--- src/rtl/core/fac_pkg.sv ---
package fac_pkg;

  localparam int unsigned MAX_RUN_DEF   = 65536;
  localparam int unsigned FRAC_BITS_DEF = 16;

  localparam int DATA_W = 64;
  localparam int IN_W   = 32;
  localparam int ERR_W  = 31;
  localparam int SKIP_W = 16;
  localparam int STEP_W = 7;

  // result status codes
  localparam logic [1:0] STAT_OK       = 2'd0;
  localparam logic [1:0] STAT_ZERO_DIV = 2'd1;
  localparam logic [1:0] STAT_SAT      = 2'd2;
  localparam logic [1:0] STAT_EMPTY    = 2'd3;

  // configuration register indexes
  localparam logic CFG_IDX_MODE = 1'b0;
  localparam logic CFG_IDX_SKIP = 1'b1;

  // metric modes
  localparam logic MODE_CHI_SQ  = 1'b0;
  localparam logic MODE_REL_ERR = 1'b1;

  localparam logic signed [DATA_W-1:0] SUM_MAX = {1'b0, {(DATA_W-1){1'b1}}};
  localparam logic signed [DATA_W-1:0] SUM_MIN = {1'b1, {(DATA_W-1){1'b0}}};

  typedef enum logic [3:0] {
    S_IDLE,
    S_PREP,
    S_SQ,
    S_SQE,
    S_OVF,
    S_DIV,
    S_TERM,
    S_ADD,
    S_END,
    S_FSGN,
    S_OUT
  } fac_state_t;

  typedef struct packed {
    logic              start;
    logic [STEP_W-1:0] steps;
    logic [DATA_W-1:0] rem_init;
    logic [DATA_W-1:0] quo_init;
    logic [DATA_W-1:0] dvs;
  } div_cmd_t;

  typedef struct packed {
    logic busy;
    logic done;
  } div_stat_t;

endpackage

--- src/rtl/core/fit_error_accumulator_core.sv ---
// Channel  Direction  Handshake            Payload
// in_      input      in_valid/in_ready    theory, observed, error value, last item
// out_     output     out_valid/out_ready  result value, status code
// cfg_     input      cfg_valid/cfg_ready  cfg_index (0 mode, 1 skip count), cfg_data
//
// One item at a time; in_ready is high only in the idle state.
// A dropped item skips the squarer and the divider; kept items that divide do so on the
// radix-2 divider, one quotient bit a cycle.
// A last item adds a final division only in mode 1 with a nonempty run (the division
// by the count).
// A pending result holds the block in its output state until the output register frees.
// Reset is synchronous; it clears the configuration, run state, output valid and the state machine.
module fit_error_accumulator_core
  import fac_pkg::*;
#(
  parameter int unsigned MAX_RUN   = MAX_RUN_DEF,
  parameter int unsigned FRAC_BITS = FRAC_BITS_DEF
) (
  input  logic                     clk,
  input  logic                     rst_n,

  input  logic                     in_valid,
  output logic                     in_ready,
  input  logic signed [IN_W-1:0]   in_theory_value,
  input  logic signed [IN_W-1:0]   in_observed_value,
  input  logic        [ERR_W-1:0]  in_error_value,
  input  logic                     in_last_item,

  output logic                     out_valid,
  input  logic                     out_ready,
  output logic signed [DATA_W-1:0] out_result_value,
  output logic        [1:0]        out_status_code,

  input  logic                     cfg_valid,
  output logic                     cfg_ready,
  input  logic                     cfg_index,
  input  logic [SKIP_W-1:0]        cfg_data
);

  localparam int CNT_W = $clog2(MAX_RUN + 1);
  localparam int CMP_W = (CNT_W > SKIP_W) ? CNT_W + 1 : SKIP_W + 1;
  localparam int HI_SH = DATA_W - 1 - FRAC_BITS;
  localparam logic [STEP_W-1:0] STEPS_CHI = STEP_W'(DATA_W - 1);
  localparam logic [STEP_W-1:0] STEPS_REL = STEP_W'(IN_W + FRAC_BITS);
  localparam logic [STEP_W-1:0] STEPS_AVG = STEP_W'(DATA_W);

  fac_state_t state_r, state_nxt;

  logic                     mode_r, mode_nxt;
  logic [SKIP_W-1:0]        skip_r, skip_nxt;
  logic                     run_mode_r, run_mode_nxt;
  logic signed [IN_W-1:0]   th_r, th_nxt;
  logic signed [IN_W-1:0]   ob_r, ob_nxt;
  logic [ERR_W-1:0]         e_r, e_nxt;
  logic                     last_r, last_nxt;
  logic                     keep_r, keep_nxt;
  logic [IN_W-1:0]          mag_r, mag_nxt;
  logic [DATA_W-1:0]        prod_r, prod_nxt;
  logic [DATA_W-1:0]        sq_r, sq_nxt;
  logic signed [DATA_W-1:0] term_r, term_nxt;
  logic signed [DATA_W-1:0] sum_r, sum_nxt;
  logic [CNT_W-1:0]         count_r, count_nxt;
  logic [1:0]               flags_r, flags_nxt;
  logic                     final_r, final_nxt;
  logic signed [DATA_W-1:0] res_r, res_nxt;
  logic [1:0]               res_stat_r, res_stat_nxt;
  logic                     out_valid_r, out_valid_nxt;
  logic signed [DATA_W-1:0] out_value_r, out_value_nxt;
  logic [1:0]               out_status_r, out_status_nxt;

  logic [IN_W-1:0]          mul_a, mul_b;
  logic [DATA_W-1:0]        mul_p;
  logic [IN_W:0]            diff_full;
  logic [IN_W:0]            diff_abs;
  logic [IN_W-1:0]          ob_abs;
  logic [CMP_W-1:0]         count_ext, skip_ext, kept;
  logic [DATA_W-1:0]        sq_hi, sq_lo;
  logic [DATA_W-1:0]        sum_abs;
  logic signed [DATA_W-1:0] sum_add;
  logic                     add_ovf;

  div_cmd_t          div_cmd;
  div_stat_t         div_stat;
  logic [DATA_W-1:0] div_quo;

  fac_div u_div (
    .clk  (clk),
    .rst_n(rst_n),
    .cmd  (div_cmd),
    .stat (div_stat),
    .quo  (div_quo)
  );

  assign diff_full = {th_r[IN_W-1], th_r} - {ob_r[IN_W-1], ob_r};
  assign diff_abs  = diff_full[IN_W] ? -diff_full : diff_full;
  assign ob_abs    = ob_r[IN_W-1] ? -ob_r : ob_r;
  assign count_ext = CMP_W'(count_r);
  assign skip_ext  = CMP_W'(skip_r);
  assign kept      = (count_ext > skip_ext) ? count_ext - skip_ext : '0;
  assign sq_hi     = sq_r >> HI_SH;
  assign sq_lo     = sq_r << FRAC_BITS;
  assign sum_abs   = sum_r[DATA_W-1] ? -sum_r : sum_r;
  assign sum_add   = sum_r + term_r;
  assign add_ovf   = (sum_r[DATA_W-1] == term_r[DATA_W-1]) &&
                     (sum_add[DATA_W-1] != sum_r[DATA_W-1]);

  // shared squarer: the difference first, then the uncertainty
  assign mul_a = (state_r == S_SQE) ? IN_W'(e_r) : mag_r;
  assign mul_b = mul_a;
  assign mul_p = DATA_W'(mul_a) * DATA_W'(mul_b);

  always_ff @(posedge clk) begin
    if (!rst_n) begin
      state_r <= S_IDLE;
    end else begin
      state_r <= state_nxt;
    end
  end

  always_comb begin
    state_nxt      = state_r;
    mode_nxt       = mode_r;
    skip_nxt       = skip_r;
    run_mode_nxt   = run_mode_r;
    th_nxt         = th_r;
    ob_nxt         = ob_r;
    e_nxt          = e_r;
    last_nxt       = last_r;
    keep_nxt       = keep_r;
    mag_nxt        = mag_r;
    prod_nxt       = prod_r;
    sq_nxt         = sq_r;
    term_nxt       = term_r;
    sum_nxt        = sum_r;
    count_nxt      = count_r;
    flags_nxt      = flags_r;
    final_nxt      = final_r;
    res_nxt        = res_r;
    res_stat_nxt   = res_stat_r;
    out_valid_nxt  = out_valid_r;
    out_value_nxt  = out_value_r;
    out_status_nxt = out_status_r;
    div_cmd        = '0;

    if (out_valid_r && out_ready) begin
      out_valid_nxt = 1'b0;
    end

    if (cfg_valid) begin
      unique case (cfg_index)
        CFG_IDX_MODE: mode_nxt = cfg_data[0];
        CFG_IDX_SKIP: skip_nxt = cfg_data;
        default:      mode_nxt = mode_r;
      endcase
    end

    unique case (state_r)
      S_IDLE: begin
        if (in_valid) begin
          th_nxt       = in_theory_value;
          ob_nxt       = in_observed_value;
          e_nxt        = in_error_value;
          last_nxt     = in_last_item;
          run_mode_nxt = mode_r;
          keep_nxt     = 1'b0;
          if (count_r < CNT_W'(MAX_RUN)) begin
            count_nxt = count_r + CNT_W'(1);
            keep_nxt  = (count_ext >= skip_ext);
          end
          state_nxt = S_PREP;
        end
      end
      S_PREP: begin
        mag_nxt   = diff_abs[IN_W-1:0];
        state_nxt = S_END;
        if (keep_r) begin
          if (run_mode_r == MODE_CHI_SQ) begin
            if (e_r == '0) begin
              flags_nxt[0] = 1'b1;
            end else begin
              state_nxt = S_SQ;
            end
          end else begin
            if (ob_r == '0) begin
              flags_nxt[0] = 1'b1;
            end else begin
              // |d| << FRAC_BITS, top-aligned in the dividend
              div_cmd.start    = 1'b1;
              div_cmd.steps    = STEPS_REL;
              div_cmd.rem_init = '0;
              div_cmd.quo_init = {diff_abs[IN_W-1:0], {(DATA_W-IN_W){1'b0}}};
              div_cmd.dvs      = DATA_W'(ob_abs);
              final_nxt        = 1'b0;
              state_nxt        = S_DIV;
            end
          end
        end
      end
      S_SQ: begin
        prod_nxt  = mul_p;
        state_nxt = S_SQE;
      end
      S_SQE: begin
        sq_nxt    = prod_r;
        prod_nxt  = mul_p;
        state_nxt = S_OVF;
      end
      S_OVF: begin
        // quotient would reach 2^63: clamp without dividing
        if (sq_hi >= prod_r) begin
          term_nxt     = SUM_MAX;
          flags_nxt[1] = 1'b1;
          state_nxt    = S_ADD;
        end else begin
          div_cmd.start    = 1'b1;
          div_cmd.steps    = STEPS_CHI;
          div_cmd.rem_init = sq_hi;
          div_cmd.quo_init = {sq_lo[DATA_W-2:0], 1'b0};
          div_cmd.dvs      = prod_r;
          final_nxt        = 1'b0;
          state_nxt        = S_DIV;
        end
      end
      S_DIV: begin
        if (div_stat.done) begin
          state_nxt = final_r ? S_FSGN : S_TERM;
        end
      end
      S_TERM: begin
        if (run_mode_r == MODE_REL_ERR && ob_r[IN_W-1]) begin
          term_nxt = -div_quo;
        end else begin
          term_nxt = div_quo;
        end
        state_nxt = S_ADD;
      end
      S_ADD: begin
        if (add_ovf) begin
          sum_nxt      = term_r[DATA_W-1] ? SUM_MIN : SUM_MAX;
          flags_nxt[1] = 1'b1;
        end else begin
          sum_nxt = sum_add;
        end
        state_nxt = S_END;
      end
      S_END: begin
        if (!last_r) begin
          state_nxt = S_IDLE;
        end else begin
          priority if (flags_r[1]) begin
            res_stat_nxt = STAT_SAT;
          end else if (flags_r[0]) begin
            res_stat_nxt = STAT_ZERO_DIV;
          end else begin
            res_stat_nxt = STAT_OK;
          end
          if (kept == '0) begin
            res_nxt      = '0;
            res_stat_nxt = STAT_EMPTY;
            state_nxt    = S_OUT;
          end else if (run_mode_r == MODE_CHI_SQ) begin
            res_nxt   = sum_r;
            state_nxt = S_OUT;
          end else begin
            div_cmd.start    = 1'b1;
            div_cmd.steps    = STEPS_AVG;
            div_cmd.rem_init = '0;
            div_cmd.quo_init = sum_abs;
            div_cmd.dvs      = DATA_W'(kept);
            final_nxt        = 1'b1;
            state_nxt        = S_DIV;
          end
        end
      end
      S_FSGN: begin
        res_nxt   = sum_r[DATA_W-1] ? -div_quo : div_quo;
        state_nxt = S_OUT;
      end
      S_OUT: begin
        // hold until the output register frees, then clear the run
        if (!out_valid_r || out_ready) begin
          out_valid_nxt  = 1'b1;
          out_value_nxt  = res_r;
          out_status_nxt = res_stat_r;
          sum_nxt        = '0;
          count_nxt      = '0;
          flags_nxt      = '0;
          state_nxt      = S_IDLE;
        end
      end
      default: state_nxt = S_IDLE;
    endcase
  end

  always_ff @(posedge clk) begin
    if (!rst_n) begin
      mode_r      <= 1'b0;
      skip_r      <= '0;
      sum_r       <= '0;
      count_r     <= '0;
      flags_r     <= '0;
      final_r     <= 1'b0;
      out_valid_r <= 1'b0;
    end else begin
      mode_r      <= mode_nxt;
      skip_r      <= skip_nxt;
      sum_r       <= sum_nxt;
      count_r     <= count_nxt;
      flags_r     <= flags_nxt;
      final_r     <= final_nxt;
      out_valid_r <= out_valid_nxt;
    end
  end

  always_ff @(posedge clk) begin
    run_mode_r   <= run_mode_nxt;
    th_r         <= th_nxt;
    ob_r         <= ob_nxt;
    e_r          <= e_nxt;
    last_r       <= last_nxt;
    keep_r       <= keep_nxt;
    mag_r        <= mag_nxt;
    prod_r       <= prod_nxt;
    sq_r         <= sq_nxt;
    term_r       <= term_nxt;
    res_r        <= res_nxt;
    res_stat_r   <= res_stat_nxt;
    out_value_r  <= out_value_nxt;
    out_status_r <= out_status_nxt;
  end

  assign in_ready         = (state_r == S_IDLE);
  assign cfg_ready        = 1'b1;
  assign out_valid        = out_valid_r;
  assign out_result_value = out_value_r;
  assign out_status_code  = out_status_r;

  a_count_cap: assert property (@(posedge clk) disable iff (!rst_n)
    count_r <= CNT_W'(MAX_RUN))
    else $error("item count beyond run limit");

  a_empty_zero: assert property (@(posedge clk) disable iff (!rst_n)
    (out_valid && out_status_code == STAT_EMPTY) |-> (out_result_value == '0))
    else $error("empty run with nonzero result");

  a_div_tracks: assert property (@(posedge clk) disable iff (!rst_n)
    (state_r == S_DIV) |-> div_stat.busy)
    else $error("waiting on an idle divider");

  a_one_item: assert property (@(posedge clk) disable iff (!rst_n)
    (in_valid && in_ready) |=> !in_ready)
    else $error("second word taken while busy");

endmodule

--- src/rtl/core/fac_div.sv ---
module fac_div
  import fac_pkg::*;
(
  input  logic              clk,
  input  logic              rst_n,
  input  div_cmd_t          cmd,
  output div_stat_t         stat,
  output logic [DATA_W-1:0] quo
);

  logic [DATA_W-1:0] rem_r, rem_nxt;
  logic [DATA_W-1:0] quo_r, quo_nxt;
  logic [DATA_W-1:0] dvs_r, dvs_nxt;
  logic [STEP_W-1:0] cnt_r, cnt_nxt;
  logic              busy_r, busy_nxt;

  logic [DATA_W-1:0] rem_sh;
  logic [DATA_W:0]   diff;
  logic              ge;

  // one restoring step: shift in the next dividend bit, try the subtract
  assign rem_sh = {rem_r[DATA_W-2:0], quo_r[DATA_W-1]};
  assign diff   = {1'b0, rem_sh} - {1'b0, dvs_r};
  assign ge     = ~diff[DATA_W];

  always_comb begin
    rem_nxt  = rem_r;
    quo_nxt  = quo_r;
    dvs_nxt  = dvs_r;
    cnt_nxt  = cnt_r;
    busy_nxt = busy_r;
    if (cmd.start) begin
      rem_nxt  = cmd.rem_init;
      quo_nxt  = cmd.quo_init;
      dvs_nxt  = cmd.dvs;
      cnt_nxt  = cmd.steps;
      busy_nxt = 1'b1;
    end else if (busy_r) begin
      rem_nxt = ge ? diff[DATA_W-1:0] : rem_sh;
      quo_nxt = {quo_r[DATA_W-2:0], ge};
      cnt_nxt = cnt_r - STEP_W'(1);
      if (cnt_r == STEP_W'(1)) begin
        busy_nxt = 1'b0;
      end
    end
  end

  always_ff @(posedge clk) begin
    if (!rst_n) begin
      busy_r <= 1'b0;
      cnt_r  <= '0;
    end else begin
      busy_r <= busy_nxt;
      cnt_r  <= cnt_nxt;
    end
  end

  always_ff @(posedge clk) begin
    rem_r <= rem_nxt;
    quo_r <= quo_nxt;
    dvs_r <= dvs_nxt;
  end

  assign stat.busy = busy_r;
  assign stat.done = busy_r && (cnt_r == STEP_W'(1));
  assign quo       = quo_r;

  a_start_idle: assert property (@(posedge clk) disable iff (!rst_n)
    cmd.start |-> !busy_r)
    else $error("divider started while busy");

  a_last_step: assert property (@(posedge clk) disable iff (!rst_n)
    (busy_r && cnt_r == STEP_W'(1) && !cmd.start) |=> !busy_r)
    else $error("divider ran past its final step");

  a_cnt_live: assert property (@(posedge clk) disable iff (!rst_n)
    busy_r |-> (cnt_r != '0))
    else $error("divider busy with no steps left");

endmodule
--- config.mk ---
export PLATFORM = sky130hd
export DESIGN_NAME = fit_error_accumulator_core
export DESIGN_NICKNAME = d
export VERILOG_FILES = /design/src/rtl/core/fac_pkg.sv /design/src/rtl/core/fit_error_accumulator_core.sv /design/src/rtl/core/fac_div.sv
export SDC_FILE = /design/constraint.sdc
export NUM_CORES = 2
export LEC_CHECK = 0
export BUFFER_PORTS_ARGS = -buffer_cell sky130_fd_sc_hd__buf_2
export CORE_MARGIN = 2
export CORE_UTILIZATION = 40
export CTS_BUF_LIST = sky130_fd_sc_hd__clkbuf_8
export DETAILED_ROUTE_END_ITERATION = 16
export PLACE_DENSITY = 0.69
export SYNTH_ARGS = -nofsm -noshare
export SYNTH_HDL_FRONTEND = slang
export SYNTH_SLANG_ARGS = --single-unit
--- constraint.sdc ---
create_clock -name clk -period 10.7 [get_ports clk]
set_clock_uncertainty 0.1 [all_clocks]
set_input_delay 1.07 -clock clk [delete_from_list [all_inputs] [get_ports clk]]
set_output_delay 1.07 -clock clk [all_outputs]
set_load 0.01 [all_outputs]
## After elaboration in Yosys (flattened, before gate mapping)

Cells that the tools add are included.

| cells by class | value |
|---|---|
| add/sub/neg operators | 10 |
| $mul | 1 |
| $lt $le $gt $ge | 4 |
| equal/unequal tests | 29 |
| muxes and demuxes | 74 |
| bitwise gates (word level) | 2 |
| reductions and logical operators | 33 |

Operator list:

| cell | count |
|---|---|
| 2-to-1 mux 200 bit | 7 |
| 2-to-1 mux 64 bit | 12 |
| case mux 200 bit (3 select lines) | 1 |
| case mux 64 bit (2 select lines) | 3 |
| 2-to-1 mux 63 bit | 3 |
| negation 64 bit | 2 |
| 2-to-1 mux 32 bit | 3 |
| subtractor 64 x 64 -> 65 bit | 1 |
| adder 64 bit | 1 |
| greater-or-equal comparator 17 x 64 -> 1 bit | 1 |
| multiplier 32 x 32 -> 64 bit | 1 |
| negation 32 bit | 2 |
| 2-to-1 mux 17 bit | 3 |
| 2-to-1 mux 4 bit | 11 |
| case mux 4 bit (11 select lines) | 1 |
| case mux 17 bit (2 select lines) | 1 |
| subtractor 32 x 32 -> 33 bit | 1 |
| zero test 32 bit | 1 |
| zero test 31 bit | 1 |
| != test 2 bit, second input constant | 12 |
| 2-to-1 mux 1 bit | 21 |
| zero test 18 bit | 1 |
| 2-to-1 mux 18 bit | 1 |
| subtractor 17 x 16 -> 18 bit | 1 |
| other kinds (31) | 61 |

| word-level totals | value |
|---|---|
| flip-flop bits (word level) | 759 |
| output and inout port bits | 69 |
| logic and storage cells | 182 |

## Depth between registers and ports, before layout

| logic depth | value |
|---|---|
| depth after elaboration | 8 |
| depth in mapped cells | 38 |
| depth with buffers taken out | 33 |

## By module

A second synthesis with hierarchy kept.

| unflattened totals | value |
|---|---|
| cell total of the unflattened synthesis | 7760 |
| area, all modules | 74172.4 µm² |

By module, submodules not included:

| module | instances | cells each | area each (µm²) | sequential area each (µm²) |
|---|---|---|---|---|
| fit_error_accumulator_core | 1 | 6549 | 61783.0 | 15695.1 |
| fac_div | 1 | 1211 | 12389.4 | 5895.7 |

## Worst setup path before layout

Ideal clock, no wire load.

| timing path | value |
|---|---|
| path type | reg-to-reg |
| start | register state_r[2] |
| end | register prod_r[63] (data pin) |
| setup time | 260 ps |
| arrival | 10999 ps |
| path slack | -659 ps |
| stages on the path, launching flop included | 35 |
| path buffers | 5 |
| path through | dfxtp_1 -> clkbuf_1 -> nand2b_1 -> nor2_1 -> buf_1 -> buf_1 -> mux2_2 -> clkbuf_1 -> nand2_1 -> fa_1 -> inv_1 -> fa_1 -> inv_1 -> fa_1 -> fa_1 -> inv_1 -> fa_1 -> inv_1 -> fa_1 -> inv_1 -> fa_1 -> fa_1 -> ha_1 -> clkbuf_1 -> a21o_1 -> o2111ai_1 -> a31oi_1 -> o41a_1 -> nor4_1 -> o211ai_1 -> a221o_1 -> a211oi_1 -> nand2_1 -> a21oi_1 -> xnor2_1 |

| between the ends | value |
|---|---|
| cells in the longest elaborated chain, start to end | 3 |

Ends and longest elaborated chain:

| element | line | text |
|---|---|---|
| start: declaration | fit_error_accumulator_core.sv:47 | `fac_state_t state_r, state_nxt;` |
| start signal: assignment | fit_error_accumulator_core.sv:116 | `state_r <= state_nxt;` |
| == test 4 x 2 -> 1 bit | fit_error_accumulator_core.sv:108 | `assign mul_a = (state_r == S_SQE) ? IN_W'(e_r) : mag_r;` |
| 2-to-1 mux 32 bit | fit_error_accumulator_core.sv:108 |  |
| multiplier 32 x 32 -> 64 bit | fit_error_accumulator_core.sv:110 | `assign mul_p = DATA_W'(mul_a) * DATA_W'(mul_b);` |
| via mul_p[63] | fit_error_accumulator_core.sv:72 | `logic [DATA_W-1:0] mul_p;` |
| end signal: assignment | fit_error_accumulator_core.sv:323 | `prod_r <= prod_nxt;` |
| end: declaration | fit_error_accumulator_core.sv:58 | `logic [DATA_W-1:0] prod_r, prod_nxt;` |

The timed path passes the listed nets, and every way through them passes these cells.
A chain may end at the register's enable or synchronous reset.

## Final worst setup path

| timing path | value |
|---|---|
| start | register state_r[3] |
| end | register prod_r[63] (data pin) |

The elaborated chain is that of the path after synthesis.

==> run summary <==
Status - complete, no violations
Row count - 156
Worst slew pin tran - 1.21 ns
Clock tree buffer depth - 3
CTS buffer count - 134
# nets final - 9,061
Core ar. - 0.181 mm²
Setup crit end kind - register
FF+latch count, synth - 757
Count of cell types in the netlist - 106
Post-Synthesis Cells - 7,552
Fin crit period - 10.35 ns
Slew HR - 19.4%
EDFF count, synth - 643
CTS tree - built
Post-CTS Setup Inserts - 0
IO Port Bufs - 185
Vias in the first global route - 57.2k
Initial DRC Count - 5,565
CP max-delay cell - fa_1
Yosys warning total - 0
Area growth syn-to-layout - 8.58%
Final period util - 96.7%
Seq/Total Area, Yosys - 29.7%
Largest net degree at the start of global routing - 82
Worst EP required - 11.25 ns
Die width - 430 µm
Synth top area share - 26.6%
Cell Area, Synth - 0.0727 mm²
DR vias - 57.0k
CP max FO - 26
Hold WC Path Type - input port to register
Grt ovf - 0
Crit path top cell by count - fa_1
F_max - 0.0966 GHz
Starting Density - 40.3%
CP Class - register to register
Detailed-placement wirelength estimate - 182,000 µm
GR Util All Layers - 24.8%
Synth area leaders - edfxtp_1 27%, fa_1 22%, ha_1 8.4%
Residual DRC - 0
Number of antenna violations at the first check in global routing - 7
Drt first pass iters - 6
Fin Hold WS - 0.232 ns
Max cap viols - 0
Startpoint Class - register
First-pass GRT wire length - 348,000 µm
Clk_lat worst skew - 0.92 ns
Clock transition at the register clock pins on the worst setup and hold paths after CTS - 0.06 ns
Ys flop type - edfxtp_1
Final ANT Viol Nets - 0
Die Area - 0.185 mm²
Setup TNS - 0 ns
Final Wtd Congestion - 1.01
Layout cells sized above 1 - 7.85%
H-tree Lvls - 4
Syn Nets - 8,953
IO Count - 187
Syn avg cell area - 9.62 µm²
Slew Viols, Final - 0
RSZ-0062 raised after global routing - false
Final wirelength - 232,000 µm
Final hold viol count - 0
Async SR Flop Fraction - 0%
Filler instances - 17.1k
Post-synth top area cell - edfxtp_1
Final Setup Violations - 0
WP data arrival - 10.90 ns
Wire per inst - 22.9 µm
Root buffer cell - clkbuf_8
Via-to-Cell Ratio - 5.62
Die Y-Extent - 430 µm
Sink Count - 757
Critical Path Max Stage Delay - 0.54 ns
-- registers in the layout (all words and copies together), names as in the netlist, 2 cells and up --
register / count
out_result_value: 64
res_r: 64
sum_r: 64
term_r: 64
u_div.dvs_r: 64
u_div.quo: 64
prod_r: 63
sq_r: 63
u_div.rem_r: 63
mag_r: 32
ob_r: 32
th_r: 32
e_r: 31
count_r: 17
skip_r: 16
u_div.cnt_r: 7
state_r: 4
flags_r: 2
out_status_code: 2
res_stat_r: 2
-- through the flow --
step           util (%)  cells  worst slack, ns  instance area (µm²)
6_report           43.7  10143            0.353                78900
5_1_grt            43.7  10138           0.0233                78900
4_1_cts            43.7  10136            0.515                78900
3_5_place_dp       42.3   9894            0.488                76300
3_3_place_gp       42.3   9894            0.590                76300
2_1_floorplan         -   7552            0.392                72700
-- worst paths after layout --
path	startpoint	to	slack, ns	cells after the start
setup reg to reg	state_r[3]$_SDFFE_PN0P_	prod_r[63]$_DFFE_PP_	0.35	29
hold reg to reg	res_r[30]$_DFFE_PP_	out_result_value[30]$_DFFE_PP_	0.28	0
hold / removal	in_error_value[27]	e_r[27]$_DFFE_PP_	0.23	1
setup / recovery	state_r[3]$_SDFFE_PN0P_	prod_r[63]$_DFFE_PP_	0.35	29
-- per-layer routing --
metal	wire length, µm	vias up	part of all wire [%]	GRT usage [%]
li1	-	25540	-	-
met1	91800	27983	40	32.0
met2	104000	2826	45	38.7
met3	22100	603	9.5	5.55
met4	14400	4	6.2	13.6
met5	31	-	0.013	0
-- cell usage in the layout, fill, tap and decap left out, drive strengths merged, types with 114 or more instances in the layout --
master / count
clkbuf: 147
a21o: 147
nor2: 508
a21oi: 343
xor2: 240
nand2: 840
buf: 297
edfxtp: 643
inv: 1229
fa: 797
dfxtp: 114
ha: 486
o21ai: 403
xnor2: 221
-- cell usage after synthesis, types with 44 or more instances --
cell,instances
o31ai_1,85
nor2_1,504
fa_1,797
and3_1,113
a221o_1,49
nand2_1,839
xor2_1,240
ha_1,486
nor2b_1,49
o21ai_0,361
a21oi_1,343
nand4_1,65
o22ai_1,58
or3_1,45
xnor2_1,220
inv_1,1186
dfxtp_1,114
a21boi_0,72
clkbuf_1,279
nand3_1,94
nor3_1,67
edfxtp_1,643
o21bai_1,44
a21o_1,147
-- final cells by class --
type                       instances  area [µm²]  share of cell area (%)
antenna                            7        17.5                  0.0222
timing repair buffer             297        1770                    2.24
tap                             2370        2970                    3.76
clock inverter                    95         569                   0.721
sequential                       757       21600                    27.4
clock buffer                     147        2020                    2.56
inverter                        1199        4520                    5.73
multi-input combinational       5271       45500                    57.6
-- critical path, delay by kind of cell, from the launching register on --
kind | cells | cell delay [ns]
adders and majority gates | 9 | 4.25
AOI/OAI and AO/OA | 8 | 2.35
buffers and inverters | 5 | 1.25
and+or+nand+nor | 5 | 1.21
muxes | 1 | 0.51
DFF | 1 | 0.31
xor gates and xnor gates | 1 | 0.10
-- what timing repair did --
action / in CTS / in global routing
endpoints found under the hold margin: 0 / 0
hold buffers: 0 / 0
resized for setup: 0 / 3
endpoints found under the setup margin: 0 / 4
-- logic make-up after synthesis --
| logic type | count (synthesis) | share of synthesized area (%) |
|---|---|---|
| multiplexers | 44 | 0.642 |
| buffers and inverters | 1524 | 7.92 |
| flip-flops | 757 | 29.7 |
| other | 1 | 0.00516 |
| AO/OA/AOI/OAI | 1498 | 13.4 |
| adder cells (fa/ha/maj) | 1283 | 30.3 |
| AND/OR/NAND/NOR | 1984 | 12.5 |
| XOR/XNOR | 461 | 5.57 |
Power is left out: the tool's default activity adds up to more than one toggle a clock period on the data nets, which glitch-free logic cannot reach.
